<file path="config.mk">
export PLATFORM = sky130hd
export DESIGN_NAME = joystick_event_change_filter
export DESIGN_NICKNAME = d
export VERILOG_FILES = /design/src/sv/jecf_pkg.sv /design/src/sv/joystick_event_change_filter.sv /design/src/sv/jecf_ram.sv
export SDC_FILE = /design/constraint.sdc
export NUM_CORES = 1
export LEC_CHECK = 0
export ABC_CLOCK_PERIOD_IN_PS = 6100
export BUFFER_PORTS_ARGS = -buffer_cell sky130_fd_sc_hd__buf_2
export CAP_MARGIN = 20
export CORE_AREA = 2 2 391 393
export DETAILED_ROUTE_END_ITERATION = 8
export DIE_AREA = 0 0 393 395
export GPL_ROUTABILITY_DRIVEN = 0
export GPL_TIMING_DRIVEN = 0
export SLEW_MARGIN = 20
export SYNTH_ARGS = -nofsm -noshare
export SYNTH_HDL_FRONTEND = slang
export SYNTH_SLANG_ARGS = --single-unit
</file>
<file path="constraint.sdc">
create_clock -name clk -period 6.1 [get_ports clk]
set_input_delay 1.22 -clock clk [delete_from_list [all_inputs] [get_ports clk]]
set_output_delay 1.22 -clock clk [all_outputs]
set_load 0.005 [all_outputs]
</file>
<file path="src/sv/jecf_pkg.sv">
`timescale 1ns / 1ps
// Package for the joystick event change filter: field widths, register
// indexes, event kind codes, reset values and the result item type. No dependencies.
package jecf_pkg;

  localparam int MAX_ELEMENTS_DEF = 64;

  // Field widths.
  localparam int KIND_W  = 2;
  localparam int NUM_W   = 8;
  localparam int VAL_W   = 16;
  localparam int TIME_W  = 32;
  localparam int IDX_W   = 6;
  localparam int CNT_W   = 7;
  localparam int SUM_W   = 10;
  localparam int CFG_IDX_W  = 3;
  localparam int CFG_DATA_W = 16;

  // Stream payload widths; the tdata widths are padded to whole bytes.
  localparam int S_TDATA_W = 56;
  localparam int S_TUSER_W = 3;
  localparam int M_TDATA_W = 56;
  localparam int M_TUSER_W = 1;

  // Event kinds.
  localparam logic [KIND_W-1:0] KIND_BUTTON = 2'd1;
  localparam logic [KIND_W-1:0] KIND_AXIS   = 2'd2;

  // Register indexes.
  localparam logic [CFG_IDX_W-1:0] REG_REPORT_ENABLE   = 3'd0;
  localparam logic [CFG_IDX_W-1:0] REG_AXIS_COUNT      = 3'd1;
  localparam logic [CFG_IDX_W-1:0] REG_BUTTON_COUNT    = 3'd2;
  localparam logic [CFG_IDX_W-1:0] REG_NOISE_THRESHOLD = 3'd3;
  localparam logic [CFG_IDX_W-1:0] REG_CLAMP_LOW       = 3'd4;
  localparam logic [CFG_IDX_W-1:0] REG_CLAMP_HIGH      = 3'd5;

  // Register reset values.
  localparam logic [VAL_W-1:0]        NOISE_THRESHOLD_RST = 16'd900;
  localparam logic signed [VAL_W-1:0] CLAMP_LOW_RST       = -16'sd32767;
  localparam logic signed [VAL_W-1:0] CLAMP_HIGH_RST      = 16'sd32767;

  typedef struct packed {
    logic [TIME_W-1:0]       timestamp;
    logic signed [VAL_W-1:0] element_value;
    logic                    is_switch;
    logic [IDX_W-1:0]        element_index;
  } out_item_t;

endpackage

</file>
<file path="src/sv/joystick_event_change_filter.sv">
`timescale 1ns / 1ps
// Top level of the joystick event change filter: per-element value store with
// change filtering. Depends on jecf_pkg and jecf_ram.
//
// Usage:
//   Events enter on the s_ stream channel (s_tuser carries kind and initial flag,
//   s_tdata carries element number, raw value and time stamp). Change results leave
//   on the m_ stream channel. Registers are written through the cfg_ channel, which
//   is always ready; write them only while no event is in flight.
//   The block takes one transaction per clock cycle while s_tready is high. The
//   element store is read at the edge that accepts an event, and the compare,
//   clamp and write back take the next cycle, at the end of which the result
//   is written into the output queue. An event that hits the slot written by
//   the event just before it gets the new value through a forwarding register,
//   since the store reads old data. Results wait in a four-entry output queue,
//   so a stalled receiver does not stop input until the queue is nearly full;
//   s_tready then drops until room returns. After reset the store is cleared
//   one entry per cycle, from entry 0 up to the last entry; s_tready stays low
//   during that pass while register writes are still taken. Registers return
//   to their reset values at reset.
module joystick_event_change_filter
  import jecf_pkg::*;
#(
  parameter int MAX_ELEMENTS = MAX_ELEMENTS_DEF
) (
  input  logic                  clk,
  input  logic                  rst,
  // Event input.
  input  logic                  s_tvalid,
  output logic                  s_tready,
  input  logic [S_TDATA_W-1:0]  s_tdata,  // element_number[7:0], raw_value[23:8],
                                          // event_time[55:24]
  input  logic [S_TUSER_W-1:0]  s_tuser,  // event_kind[1:0], initial_flag[2]
  // Result output.
  output logic                  m_tvalid,
  input  logic                  m_tready,
  output logic [M_TDATA_W-1:0]  m_tdata,  // element_index[5:0], element_value[21:6],
                                          // timestamp[53:22], zero[55:54]
  output logic [M_TUSER_W-1:0]  m_tuser,  // is_switch[0]
  // Configuration write channel.
  input  logic                  cfg_valid,
  output logic                  cfg_ready,
  input  logic [CFG_IDX_W-1:0]  cfg_index,
  input  logic [CFG_DATA_W-1:0] cfg_data
);

  localparam int SLOT_W = $clog2(MAX_ELEMENTS);
  localparam logic [SUM_W-1:0]  MAX_SUM   = SUM_W'(MAX_ELEMENTS);
  localparam logic [SLOT_W-1:0] LAST_SLOT = SLOT_W'(MAX_ELEMENTS - 1);
  localparam int QDEPTH = 4;
  localparam int QPTR_W = 2;
  localparam int QCNT_W = 3;

  // Configuration registers.
  logic                    report_enable;
  logic [CNT_W-1:0]        axis_count;
  logic [CNT_W-1:0]        button_count;
  logic [VAL_W-1:0]        noise_threshold;
  logic signed [VAL_W-1:0] clamp_low;
  logic signed [VAL_W-1:0] clamp_high;

  assign cfg_ready = 1'b1;

  always_ff @(posedge clk) begin
    if (rst) begin
      report_enable   <= 1'b0;
      axis_count      <= '0;
      button_count    <= '0;
      noise_threshold <= NOISE_THRESHOLD_RST;
      clamp_low       <= CLAMP_LOW_RST;
      clamp_high      <= CLAMP_HIGH_RST;
    end else if (cfg_valid && cfg_ready) begin
      case (cfg_index)
        REG_REPORT_ENABLE:   report_enable   <= cfg_data[0];
        REG_AXIS_COUNT:      axis_count      <= cfg_data[CNT_W-1:0];
        REG_BUTTON_COUNT:    button_count    <= cfg_data[CNT_W-1:0];
        REG_NOISE_THRESHOLD: noise_threshold <= cfg_data;
        REG_CLAMP_LOW:       clamp_low       <= cfg_data;
        REG_CLAMP_HIGH:      clamp_high      <= cfg_data;
        default: ;
      endcase
    end
  end

  // Input fields.
  logic [KIND_W-1:0]       in_kind;
  logic                    in_initial;
  logic [NUM_W-1:0]        in_num;
  logic signed [VAL_W-1:0] in_raw;
  logic [TIME_W-1:0]       in_time;

  assign in_kind    = s_tuser[1:0];
  assign in_initial = s_tuser[2];
  assign in_num     = s_tdata[7:0];
  assign in_raw     = s_tdata[23:8];
  assign in_time    = s_tdata[55:24];

  // Clearing pass after reset.
  logic              clearing;
  logic [SLOT_W-1:0] clear_addr;

  always_ff @(posedge clk) begin
    if (rst) begin
      clearing   <= 1'b1;
      clear_addr <= '0;
    end else if (clearing) begin
      clear_addr <= clear_addr + 1'b1;
      if (clear_addr == LAST_SLOT) begin
        clearing <= 1'b0;
      end
    end
  end

  // Stage 0: slot computation and range check, store read issued.
  logic             s_accept;
  logic [SUM_W-1:0] slot_sum;
  logic             in_range;
  logic             in_button;

  assign s_accept  = s_tvalid && s_tready;
  assign in_button = (in_kind == KIND_BUTTON);
  assign slot_sum  = in_button ? (SUM_W'(axis_count) + SUM_W'(in_num)) : SUM_W'(in_num);

  always_comb begin
    case (in_kind)
      KIND_BUTTON: in_range = (SUM_W'(in_num) < SUM_W'(button_count)) && (slot_sum < MAX_SUM);
      KIND_AXIS:   in_range = (SUM_W'(in_num) < SUM_W'(axis_count)) && (slot_sum < MAX_SUM);
      default:     in_range = 1'b0;
    endcase
  end

  // Stage 1 registers.
  logic                    s1_valid;
  logic                    s1_live;
  logic                    s1_button;
  logic                    s1_initial;
  logic [SLOT_W-1:0]       s1_slot;
  logic [IDX_W-1:0]        s1_index;
  logic signed [VAL_W-1:0] s1_raw;
  logic [TIME_W-1:0]       s1_time;

  always_ff @(posedge clk) begin
    if (rst) begin
      s1_valid <= 1'b0;
      s1_live  <= 1'b0;
    end else begin
      s1_valid <= s_accept;
      s1_live  <= s_accept && in_range;
    end
  end

  always_ff @(posedge clk) begin
    if (s_accept) begin
      s1_button  <= in_button;
      s1_initial <= in_initial;
      s1_slot    <= slot_sum[SLOT_W-1:0];
      s1_index   <= slot_sum[IDX_W-1:0];
      s1_raw     <= in_raw;
      s1_time    <= in_time;
    end
  end

  // Element store and forwarding of a write that collides with a read.
  logic                    ram_we;
  logic [SLOT_W-1:0]       ram_waddr;
  logic [VAL_W-1:0]        ram_wdata;
  logic [VAL_W-1:0]        ram_rdata;
  logic                    upd_we;
  logic signed [VAL_W-1:0] upd_value;
  logic                    fwd_hit;
  logic [VAL_W-1:0]        fwd_data;

  assign ram_we    = clearing || upd_we;
  assign ram_waddr = clearing ? clear_addr : s1_slot;
  assign ram_wdata = clearing ? '0 : upd_value;

  jecf_ram #(
    .WIDTH(VAL_W),
    .DEPTH(MAX_ELEMENTS)
  ) u_store (
    .clk  (clk),
    .we   (ram_we),
    .waddr(ram_waddr),
    .wdata(ram_wdata),
    .raddr(slot_sum[SLOT_W-1:0]),
    .rdata(ram_rdata)
  );

  always_ff @(posedge clk) begin
    if (rst) begin
      fwd_hit <= 1'b0;
    end else begin
      fwd_hit <= s_accept && upd_we && (s1_slot == slot_sum[SLOT_W-1:0]);
    end
  end

  always_ff @(posedge clk) begin
    fwd_data <= upd_value;
  end

  // Stage 1: compare, clamp and write back.
  logic signed [VAL_W-1:0] stored;
  logic signed [VAL_W:0]   diff;
  logic [VAL_W:0]          mag;
  logic                    moved;
  logic signed [VAL_W-1:0] clamped;
  logic                    push;

  assign stored = fwd_hit ? fwd_data : ram_rdata;
  assign diff   = {s1_raw[VAL_W-1], s1_raw} - {stored[VAL_W-1], stored};
  assign mag    = diff[VAL_W] ? (VAL_W+1)'(-diff) : diff;
  assign moved  = mag >= {1'b0, noise_threshold};

  always_comb begin
    if (s1_raw < clamp_low) begin
      clamped = clamp_low;
    end else if (s1_raw > clamp_high) begin
      clamped = clamp_high;
    end else begin
      clamped = s1_raw;
    end
  end

  assign upd_we    = s1_live && (s1_button || moved);
  assign upd_value = s1_button ? VAL_W'(s1_raw != '0) : clamped;
  assign push      = upd_we && !s1_initial && report_enable;

  // Output queue.
  out_item_t         queue [QDEPTH];
  logic [QPTR_W-1:0] wr_ptr;
  logic [QPTR_W-1:0] rd_ptr;
  logic [QCNT_W-1:0] q_count;
  logic              pop;
  out_item_t         head;
  out_item_t         new_item;

  assign pop  = m_tvalid && m_tready;
  assign head = queue[rd_ptr];

  assign new_item.timestamp     = s1_time;
  assign new_item.element_value = upd_value;
  assign new_item.is_switch     = s1_button;
  assign new_item.element_index = s1_index;

  always_ff @(posedge clk) begin
    if (rst) begin
      wr_ptr  <= '0;
      rd_ptr  <= '0;
      q_count <= '0;
    end else begin
      if (push) begin
        wr_ptr <= wr_ptr + 1'b1;
      end
      if (pop) begin
        rd_ptr <= rd_ptr + 1'b1;
      end
      q_count <= q_count + QCNT_W'(push) - QCNT_W'(pop);
    end
  end

  always_ff @(posedge clk) begin
    if (push) begin
      queue[wr_ptr] <= new_item;
    end
  end

  // Room is kept for the event in stage 1 and the one being accepted.
  assign s_tready = !clearing && ((q_count + QCNT_W'(s1_valid)) <= QCNT_W'(QDEPTH - 1));

  assign m_tvalid = (q_count != '0);
  assign m_tdata  = {2'b00, head.timestamp, head.element_value, head.element_index};
  assign m_tuser  = head.is_switch;

  // Assertions.
  a_no_accept_while_clearing: assert property (@(posedge clk)
    clearing |-> !s_accept)
    else $error("event accepted during store clearing");

  a_queue_no_overflow: assert property (@(posedge clk) disable iff (rst)
    !(push && !pop && (q_count == QCNT_W'(QDEPTH))))
    else $error("output queue overflow");

  a_forward_on_collision: assert property (@(posedge clk) disable iff (rst)
    (s_accept && upd_we && (s1_slot == slot_sum[SLOT_W-1:0])) |=> fwd_hit)
    else $error("store collision not forwarded");

  a_clear_complete: assert property (@(posedge clk) disable iff (rst)
    $fell(clearing) |-> ($past(clear_addr) == LAST_SLOT))
    else $error("clearing pass ended early");

endmodule

</file>
<file path="src/sv/jecf_ram.sv">
`timescale 1ns / 1ps
// Generic single-write, single-read synchronous RAM with a registered read port.
// Self-contained; no package dependency.
module jecf_ram #(
  parameter int WIDTH = 16,
  parameter int DEPTH = 64
) (
  input  logic                     clk,
  input  logic                     we,
  input  logic [$clog2(DEPTH)-1:0] waddr,
  input  logic [WIDTH-1:0]         wdata,
  input  logic [$clog2(DEPTH)-1:0] raddr,
  output logic [WIDTH-1:0]         rdata
);

  logic [WIDTH-1:0] mem [DEPTH];

  // Read returns the old contents when the same entry is written in the same cycle.
  always_ff @(posedge clk) begin
    if (we) begin
      mem[waddr] <= wdata;
    end
    rdata <= mem[raddr];
  end

endmodule

</file>
# Word level (Yosys, flattened, before mapping)
# Memory sizes are Yosys's and may differ from the RTL's. A register that Yosys moved wholly into a read port is not among the register bits.
# Cells that the tools add are included.
[word_totals]
output_inout_bits = 60
n_memories = 2
mem_bits_rw = 1244
input_bits = 83
elab_cells = 88
ff_bits = 152
[mem_list]
columns = ["memory", "depth", "width", "read_ports", "rd_ports_with_merged_regs", "write_ports", "line_no", "source"]
rows = [
  ["u_store.mem", 64, 16, 1, 1, 1, "jecf_ram.sv:16", "logic [WIDTH-1:0] mem [DEPTH];"],
  ["queue", 4, 55, 1, 1, 1, "joystick_event_change_filter.sv:229", "out_item_t queue [QDEPTH];"],
]
[classes]
addsub = 9
eq_ne = 9
n_mux = 17
n_lt_le_gt_ge = 7
reduce_logical = 24
[ops]
columns = ["cell", "n"]
rows = [
  ["$mux W16", 5],
  ["$ge A17 B16 Y1", 1],
  ["$mux W17", 1],
  ["$neg A17 Y17", 1],
  ["$sub A16 B16 Y17", 1],
  ["$gt A16 B16 Y1", 1],
  ["$lt A16 B16 Y1", 1],
  ["$lt A8 B7 Y1", 2],
  ["$reduce_bool A16 Y1", 1],
  ["$reduce_and A2 Y1", 6],
  ["$logic_and A1 B1 Y1", 11],
  ["$add A7 B8 Y9", 1],
  ["$lt A9 B7 Y1 const B", 1],
  ["$mux W9", 1],
  ["$add A3 B1 Y3", 2],
  ["$add A6 B1 Y6 const B", 1],
  ["$eq A3 B2 Y1 const B", 2],
  ["$eq A3 B3 Y1 const B", 2],
  ["$eq A6 B6 Y1", 1],
  ["$eq A6 B6 Y1 const B", 1],
  ["$mux W1", 6],
  ["$mux W6", 1],
  ["$add A2 B1 Y2 const B", 2],
  ["$mux W2", 2],
  ["other kinds (10)", 12],
]

# Longest topological paths before layout
# Gate-level depths: netlist of run 1.
[depth]
word_depth = 11
mapped_depth = 28
depth_no_buf = 27

# Modules after synthesis
# Synthesis of run 1 repeated with hierarchy kept, for this count alone.
[unflattened]
cells_unflattened = 3062
area_unflattened_um2 = 56964.6
[by_module_without_submodules]
columns = ["mod", "cells_per_inst", "instances", "seq_area_each_um2", "area_per_inst_um2"]
rows = [
  ["jecf_ram", 1829, 1, 31069.8, 40042.2],
  ["joystick_event_change_filter", 1233, 1, 10249.8, 16922.5],
]

# Worst setup path before layout of run 1
# OpenSTA, ideal clock, no wires.
[synth_path]
path_kind = "reg2reg"
start = "register fwd_hit"
end = "memory queue[0][0] (netlist name), enable pin"
setup_slack_ns = -0.192
period_less_slack_ns = 6.292
path_stages_with_launch = 23
arrival_ns = 5.785
path_cell_list = "dfxtp_1 clkbuf_1 clkbuf_1 mux2i_1 ha_1 nor2b_1 o2111ai_1 nand2_1 o311a_1 nor4b_1 a21oi_1 a21oi_1 xnor2_1 ha_1 o21a_1 o21a_1 inv_1 o22ai_1 a221oi_1 nor2_1 a21oi_1 inv_2 and2_1"
[synth_via]
elab_chain_len = 11
[synth_rtl]
columns = ["item", "line_no", "source"]
rows = [
  ["start: declaration", "joystick_event_change_filter.sv:170", "logic fwd_hit;"],
  ["start signal: assignment", "joystick_event_change_filter.sv:193", "fwd_hit <= s_accept && upd_we && (s1_slot == slot_sum[SLOT_W-1:0]);"],
  ["$mux W16 *", "joystick_event_change_filter.sv:209", "assign stored = fwd_hit ? fwd_data : ram_rdata;"],
  ["$sub A16 B16 Y17 *", "joystick_event_change_filter.sv:210", "assign diff = {s1_raw[VAL_W-1], s1_raw} - {stored[VAL_W-1], stored};"],
  ["$neg A17 Y17", "joystick_event_change_filter.sv:211", "assign mag = diff[VAL_W] ? (VAL_W+1)'(-diff) : diff;"],
  ["$mux W17 *", "joystick_event_change_filter.sv:211", ""],
  ["$ge A17 B16 Y1 *", "joystick_event_change_filter.sv:212", "assign moved = mag >= {1'b0, noise_threshold};"],
  ["$logic_or A1 B1 Y1 *", "joystick_event_change_filter.sv:224", "assign upd_we = s1_live && (s1_button || moved);"],
  ["$logic_and A1 B1 Y1 *", "joystick_event_change_filter.sv:224", ""],
  ["$logic_and A1 B1 Y1 * (2 in a row)", "joystick_event_change_filter.sv:226", "assign push = upd_we && !s1_initial && report_enable;"],
  ["net push", "joystick_event_change_filter.sv:207", "logic push;"],
  ["$mux W1 *", "joystick_event_change_filter.sv:262", "if (push) begin"],
  ["$mux W1 (not written as such) *", "joystick_event_change_filter.sv:263", "queue[wr_ptr] <= new_item;"],
  ["end: declaration", "joystick_event_change_filter.sv:229", ""],
]
# Mark *: on every way through the listed nets, which the timed path passes. The rest lies on a longest branch.

# Worst setup path after layout of run 1
[layout_path]
start = "register fwd_hit"
end = "memory u_store.mem[58][11], enable pin"
[layout_via]
elab_chain_len = 10
[layout_rtl]
columns = ["item", "line_no", "source"]
rows = [
  ["$mux W16 *", "joystick_event_change_filter.sv:209", ""],
  ["$sub A16 B16 Y17 *", "joystick_event_change_filter.sv:210", ""],
  ["$neg A17 Y17", "joystick_event_change_filter.sv:211", ""],
  ["$mux W17 *", "joystick_event_change_filter.sv:211", ""],
  ["$ge A17 B16 Y1 *", "joystick_event_change_filter.sv:212", ""],
  ["$logic_or A1 B1 Y1 *", "joystick_event_change_filter.sv:224", ""],
  ["$logic_and A1 B1 Y1 *", "joystick_event_change_filter.sv:224", ""],
  ["$logic_or A1 B1 Y1 *", "joystick_event_change_filter.sv:173", "assign ram_we = clearing || upd_we;"],
  ["$mux W1 *", "jecf_ram.sv:20", "if (we) begin"],
  ["$mux W1 (not written as such) *", "jecf_ram.sv:21", "mem[waddr] <= wdata;"],
  ["end: declaration", "jecf_ram.sv:16", ""],
]
# Every way passes the cells marked *; elsewhere a longest branch is shown, timed or not.

==> results of run 1 <==
-- worst max-delay path by stage --
stage / startpoint / endpoint / slack (ps) / cells past startpoint
floorplan: fwd_hit$_SDFF_PP0_ / u_store.mem[18][0]$_DFFE_PP_ / -170 / 22
global placement: s1_raw[13]$_DFFE_PP_ / u_store.mem[55][0]$_DFFE_PP_ / -3260 / 9
detailed placement: fwd_hit$_SDFF_PP0_ / u_store.mem[21][0]$_DFFE_PP_ / -2200 / 24
CTS: fwd_hit$_SDFF_PP0_ / u_store.mem[35][6]$_DFFE_PP_ / 30 / 25
global route: fwd_hit$_SDFF_PP0_ / u_store.mem[18][9]$_DFFE_PP_ / -30 / 26
finish: fwd_hit$_SDFF_PP0_ / u_store.mem[58][11]$_DFFE_PP_ / 180 / 25
-- cells in the final DEF, fill, tap and decap left out, types with 26 or more instances in the layout --
cell and instances:
a21oi_1 65, buf_1 43, buf_12 29, buf_2 140, buf_4 150, buf_6 26
clkbuf_1 115, clkbuf_16 147, dfxtp_1 113, edfxtp_1 1300, ha_1 93, inv_1 92
mux2i_1 285, mux4_2 311, nand2_1 90, nor2_1 89, nor3_2 34, nor3_4 31
xnor2_1 28
-- worst min-delay path: cells and delay by family, from the launching register on --
| kind | cells | cell delay, ps |
|---|---|---|
| simple gates | 1 | 50 |
| compound gates | 1 | 50 |
| flops | 1 | 310 |
-- cells by family (layout without fill, tap and decap cells) --
kind of cell               after synthesis  after routing  share of synthesized area [%]
AOI/OAI and AO/OA                      193            193                           2.32
xor gates and xnor gates                39             39                          0.599
adders and majority gates               98             98                           2.19
buffers and inverters                  240            836                           1.63
DFF                                   1414           1414                           72.5
muxes                                  621            621                           17.8
other                                    2              4                         0.0132
and+or+nand+nor                        365            365                           3.02
-- report_power, final --
group,internal [mW],switching [mW]
Combinational,0.728,0.921
Sequential,10.5,0.0367
Clock,4.84,3.73
Total,16.1,4.68
-- per-stage QoR --
stage / TNS (ps) / hold slack, ps / instances / instance area, um2 / utilization [%]
4_1_cts: 0 / 461 / 5544 / 67200 / 44.5
2_1_floorplan: -147240 / 436 / 2973 / 57100 / -
6_report: 0 / 456 / 5600 / 68000 / 45.0
5_1_grt: -755 / 475 / 5599 / 68000 / 45.0
3_3_place_gp: -4088570 / 449 / 5140 / 60300 / 39.9
3_5_place_dp: -1892680 / 454 / 5292 / 62400 / 41.3
-- registers in the layout (all words and copies together), names as in the netlist, 3 cells and up, named ones only --
name	cells
clamp_high	16
q_count	3
button_count	7
clear_addr	6
queue	220
fwd_data	16
s1_raw	16
u_store.rdata	16
u_store.mem	1024
s1_index	6
s1_time	32
noise_threshold	16
clamp_low	16
axis_count	7
-- layer usage --
layer  wire [um]  share of wire, %  GRT usage (%)
met1       59600                43           24.0
met2       68300                49           29.2
met3        8430               6.0           3.76
met4        3330               2.4           5.09
met5          20             0.014              0
-- timing repair --
item,in CTS,in global routing
hold endpoints to repair,0,0
gates resized for setup,48,54
pin swaps,4,20
setup endpoints to repair,1250,935
buffers inserted,4,59
-- layout make-up --
cell class | count | area (um2) | share of cell area [%]
timing repair buffer | 350 | 2950 | 4.34
buffer | 143 | 669 | 0.984
clock buffer | 186 | 3840 | 5.65
tap | 2030 | 2540 | 3.73
clock inverter | 64 | 678 | 0.997
inverter | 93 | 349 | 0.513
sequential | 1414 | 41300 | 60.8
multi-input combinational | 1319 | 15600 | 23.0
antenna | 1 | 2.50 | 0.00368
==> qor.csv, run 1 <==
metric,value,unit
hold_violations,0,
yosysSeqAreaShare,72.5,%
htree_levels,4,
track_usage,17.8,%
status,"complete, no violations",
routed_wl,140000,um
grt_pass1_wl,203000,um
netlist_instances,2972,
power.leakage,20.9,nW
p_total,20.8,mW
first_pass_iters,5,
drv_cap,0,
powerDensity,305,nW/um2
synthArstFlopShare,0,%
synth_area_per_cell,19.2,um2
ys.flop_type,edfxtp_1,
synth.distinct_cells,72,
min_from,noise_threshold[4]$_SDFFE_PP0P_,
min_to,noise_threshold[4]$_SDFFE_PP0P_,
worst_slack,176,ps
start_util,37.7,%
grt.overflow.total,0,
r2r-end,u_store.mem[58][11]$_DFFE_PP_,
reg2reg_setup_slack,180,ps
whs_path_depth,2,
clk_pin_slew,60,ps
drc,0,
io_pins,143,
dieHeight,395,um
nets,3648,
finalClockSkew,25.8,ps
fillers,12795,
crit_path_frequent_cell,buf_4,
slowest_delay,440,ps
cp-end-kind,register,
cts_tree,built,
path_buf_inv,8,
clkLatencyLatePin,790,ps
viasPerCell,5.28,
grt_pass1_vias,29641,
cp.required,6630,ps
die_w,393,um
worstPathMaxFanout,10,
cts-buffers-inserted,146,
num_vias,29585,
cp-start-kind,register,
crit_arrival,6460,ps
yosysTopAreaCellShare,68.5,%
criticalPathCategory,register to register,
r2r-start,fwd_hit$_SDFF_PP0_,
synth_top_cell_by_area,edfxtp_1,
reg2reg_depth,25,
drive_gt1_share,28.6,%
syn_area,57000,um2
peakVddDrop,202,uV
die-area,155000,um2
period_share,97.1,%
io_buffers,137,
period_minus_slack,5920,ps
synth.area.top_cells,"edfxtp_1 68%, mux4_2 12%, mux2i_1 5.1%",
core_area,151000,um2
cts.path.max_buffers,3,
setup_violations,0,
slew_headroom,21.4,%
rsz0062_at_grt,yes,
max_freq,0.169,GHz
hold_buffers,0,
grt_max_degree,44,
drtIter0Drc,2660,
worst_pin_slew,1180,ps
yosysMostFrequentCell,edfxtp_1,
rows,143,
clockRootBuffer,clkbuf_16,
dp_worst_setup_slack,-2200,ps
ant_nets,0,
slowest_stage,dfxtp_4,
dp_hpwl,98200,um
cts.sinks,1414,
synth_edf_count,1300,
maxSlewViolCount,0,
antenna_found_initial,4,
synth_seq_cells,1414,
areaGrowthSynthToFinish,19.2,%
crit_family,compound AO/OA/AOI/OAI gates,
yosys_warnings,0,
avgRoutedWirePerCell,24.9,um
synthTopCellsByCount,"1,300 x edfxtp_1, 311 x mux4_2, 291 x mux2i_1, 114 x dfxtp_1, 105 x nor2_1",
hold_path_class,register to register,
No activity file was read; power rests on OpenSTA's default activity.
==> run 2: changes to the inputs <==
CTS_CLUSTER_SIZE = 14   (was default)
SYNTH_HIERARCHICAL = 1   (was default)
==> run 2 against run 1 <==
  * Hold slack better by 7.1 ps
  * Sequential cell count did not move
  * Synthesized cell count increased by 3.0%
  * Clock skew is 23 ps higher
  * Global-route usage is 1.7 points higher
  * Setup slack worse by 160 ps
  * Power rose by 2.4%
  * Final area increased by 1.1%
  * Clock power decreased by 1%
  * Sequential share of layout area shrank 0.64 points
==> qor.csv, run 2 <==
metric,value,unit
status,"complete, no violations",
fin_tns_setup,0,ps
cts.sinks,1414,
cts_tree,built,
synth_area_per_cell,18.6,um2
crit_path_frequent_cell,buf_12,
r2r-start,fwd_hit$_SDFF_PP0_,
finalClockSkew,49.2,ps
layout_commonest_cell,edfxtp_1,
dieHeight,395,um
rows,143,
drc,0,
grt_pass1_vias,30817,
power.leakage,20.6,nW
rsz0062_at_grt,yes,
routed_wl,153000,um
path_buf_inv,5,
core_area,151000,um2
worst_slack,20.9,ps
cp.depth,27,
hold_path_class,register to register,
die_w,393,um
largest_reg_flops,1024,
cp-start-kind,register,
period_share,99.7,%
synthTopCellsByCount,"1,300 x edfxtp_1, 275 x mux4_2, 160 x nor2_1, 146 x nand2_1, 137 x mux2i_1",
period_minus_slack,6080,ps
synth.area.top_cells,"edfxtp_1 69%, mux4_2 11%, dfxtp_1 4.0%",
grt_max_degree,43,
cp-end-kind,register,
drt-met1-wl,64200,um
clkLatencyLatePin,790,ps
dp_hpwl,108000,um
maxSlewViolCount,0,
slowest_stage,or3b_4,
synthArstFlopShare,0,%
start_util,37.7,%
yosysMostFrequentCell,edfxtp_1,
clockRootBuffer,clkbuf_16,
avgRoutedWirePerCell,26.7,um
slew_headroom,24.6,%
synth_top_cell_by_area,edfxtp_1,
crit_family,compound AO/OA/AOI/OAI gates,
r2r-end,u_store/mem[22][12]$_DFFE_PP_,
crit_arrival,6610,ps
powerDensity,309,nW/um2
areaGrowthSynthToFinish,20.7,%
io_buffers,137,
syn_area,57000,um2
yosys_warnings,6,
viasPerCell,5.42,
cts-buffers-inserted,147,
worstPathMaxFanout,9,
cts.path.max_buffers,3,
clk_pin_slew,60,ps
drtIter0Drc,2918,
drive_gt1_share,30.4,%
io_pins,143,
ant_nets,0,
reg2reg_setup_slack,20,ps
fin_util,45.5,%
slowest_delay,440,ps
reg2reg_depth,27,
drv_cap,0,
first_pass_iters,5,
synth.distinct_cells,83,
top_register,u_store/mem,
track_usage,19.5,%
fillers,12807,
ys.flop_type,edfxtp_1,
layout_common_cells,"1,300 x edfxtp_1, 275 x mux4_2, 173 x buf_2",
dp_worst_setup_slack,-2030,ps
final_area,68700,um2
setup_violations,0,
placed_cell_area,62400,um2
holdWs,463,ps
route.met3.wl,11000,um
top_layer_used,met5,
num_vias,31058,
hold_violations,0,
htree_levels,4,
crit_path_end,u_store/mem[22][12]$_DFFE_PP_,
max_freq,0.164,GHz
synth_seq_cells,1414,
hold_buffers,0,
cp.required,6630,ps
yosysSeqAreaShare,72.5,%
nets,3767,
reg_top3,"u_store/mem (1024), queue (220), s1_time (32)",
peakVddDrop,283,uV
antenna_found_initial,3,
yosysTopAreaCellShare,68.5,%
worst_pin_slew,1120,ps
criticalPathCategory,register to register,
synth_edf_count,1300,
whs_path_depth,2,
netlist_instances,3062,
grt_pass1_wl,218000,um
dr_wl_met2,73200,um
die-area,155000,um2
grt.overflow.total,0,
startpoint,fwd_hit$_SDFF_PP0_,
## run 2: worst register-to-register path: stages (launching register included)
cell	delay [ps]
dfxtp_4	380
buf_12	160
mux2i_4	210
fa_2	380
a21o_4	240
a221oi_1	350
o21bai_1	130
xor2_1	180
or3_4	410
or3b_4	440
o31ai_4	190
xnor2_1	150
ha_1	260
o21a_1	110
o21a_1	160
o21a_1	180
o21ai_2	160
o21ai_1	110
o21ai_2	170
o41a_4	190
or2b_4	310
nor2b_4	160
buf_12	150
nand3_4	100
buf_12	160
buf_12	140
nor2_4	60
clkbuf_16	200
## run 2: per-stage QoR
stage,cells,power (mW)
after global placement,5230,12.8
after global routing,5730,22.0
after floorplan,3063,12.1
after detailed placement,5380,12.9
final,5735,21.3
after CTS,5674,21.4
## run 2: what timing repair did
| item | 4_1_cts | 5_1_grt |
|---|---|---|
| setup buffers | 31 | 50 |
| pin swaps | 21 | 32 |
| gates cloned | 1 | 9 |
| endpoints found under the setup margin | 1250 | 1072 |
| resized for setup | 98 | 56 |
## run 2: kinds of logic after synthesis
family / synth area share [%]
and+or+nand+nor: 4.13
muxes: 14.2
other: 0.0132
DFF: 72.5
xor gates and xnor gates: 0.661
buffers and inverters: 2.24
AOI/OAI and AO/OA: 4.03
adders and majority gates: 2.19
## run 2: how the worst min path moves through the flow
stage	startpoint	to	slack [ps]
floorplan	noise_threshold[10]$_SDFFE_PP0P_	noise_threshold[10]$_SDFFE_PP0P_	440
global placement	noise_threshold[14]$_SDFFE_PP0P_	noise_threshold[14]$_SDFFE_PP0P_	440
detailed placement	noise_threshold[11]$_SDFFE_PP0P_	noise_threshold[11]$_SDFFE_PP0P_	450
CTS	noise_threshold[6]$_SDFFE_PP0P_	noise_threshold[6]$_SDFFE_PP0P_	460
global route	noise_threshold[6]$_SDFFE_PP0P_	noise_threshold[6]$_SDFFE_PP0P_	480
finish	noise_threshold[14]$_SDFFE_PP0P_	noise_threshold[14]$_SDFFE_PP0P_	460
## run 2: report_power, final
| group | internal (mW) | total, mW | switching (mW) |
|---|---|---|---|
| combinational | 0.960 | 2.21 | 1.25 |
| sequential | 10.5 | 10.6 | 0.0388 |
| clock | 4.76 | 8.48 | 3.72 |
| total | 16.3 | 21.3 | 5.01 |
## run 2: final cells by class
cell class | instances | area [um2] | share of cell area (%)
antenna | 5 | 12.5 | 0.0182
buffer | 154 | 982 | 1.43
multi-input combinational | 1408 | 15500 | 22.5
clock inverter | 65 | 536 | 0.779
clock buffer | 198 | 4010 | 5.83
tap | 2030 | 2540 | 3.70
sequential | 1414 | 41300 | 60.1
inverter | 86 | 325 | 0.473
timing repair buffer | 375 | 3520 | 5.12
## run 2: layer usage
metal / up-vias / track usage, %
li1: 13382 / -
met1: 16231 / 26.8
met2: 1216 / 31.6
met3: 227 / 3.72
met4: 2 / 5.98
met5: - / 0
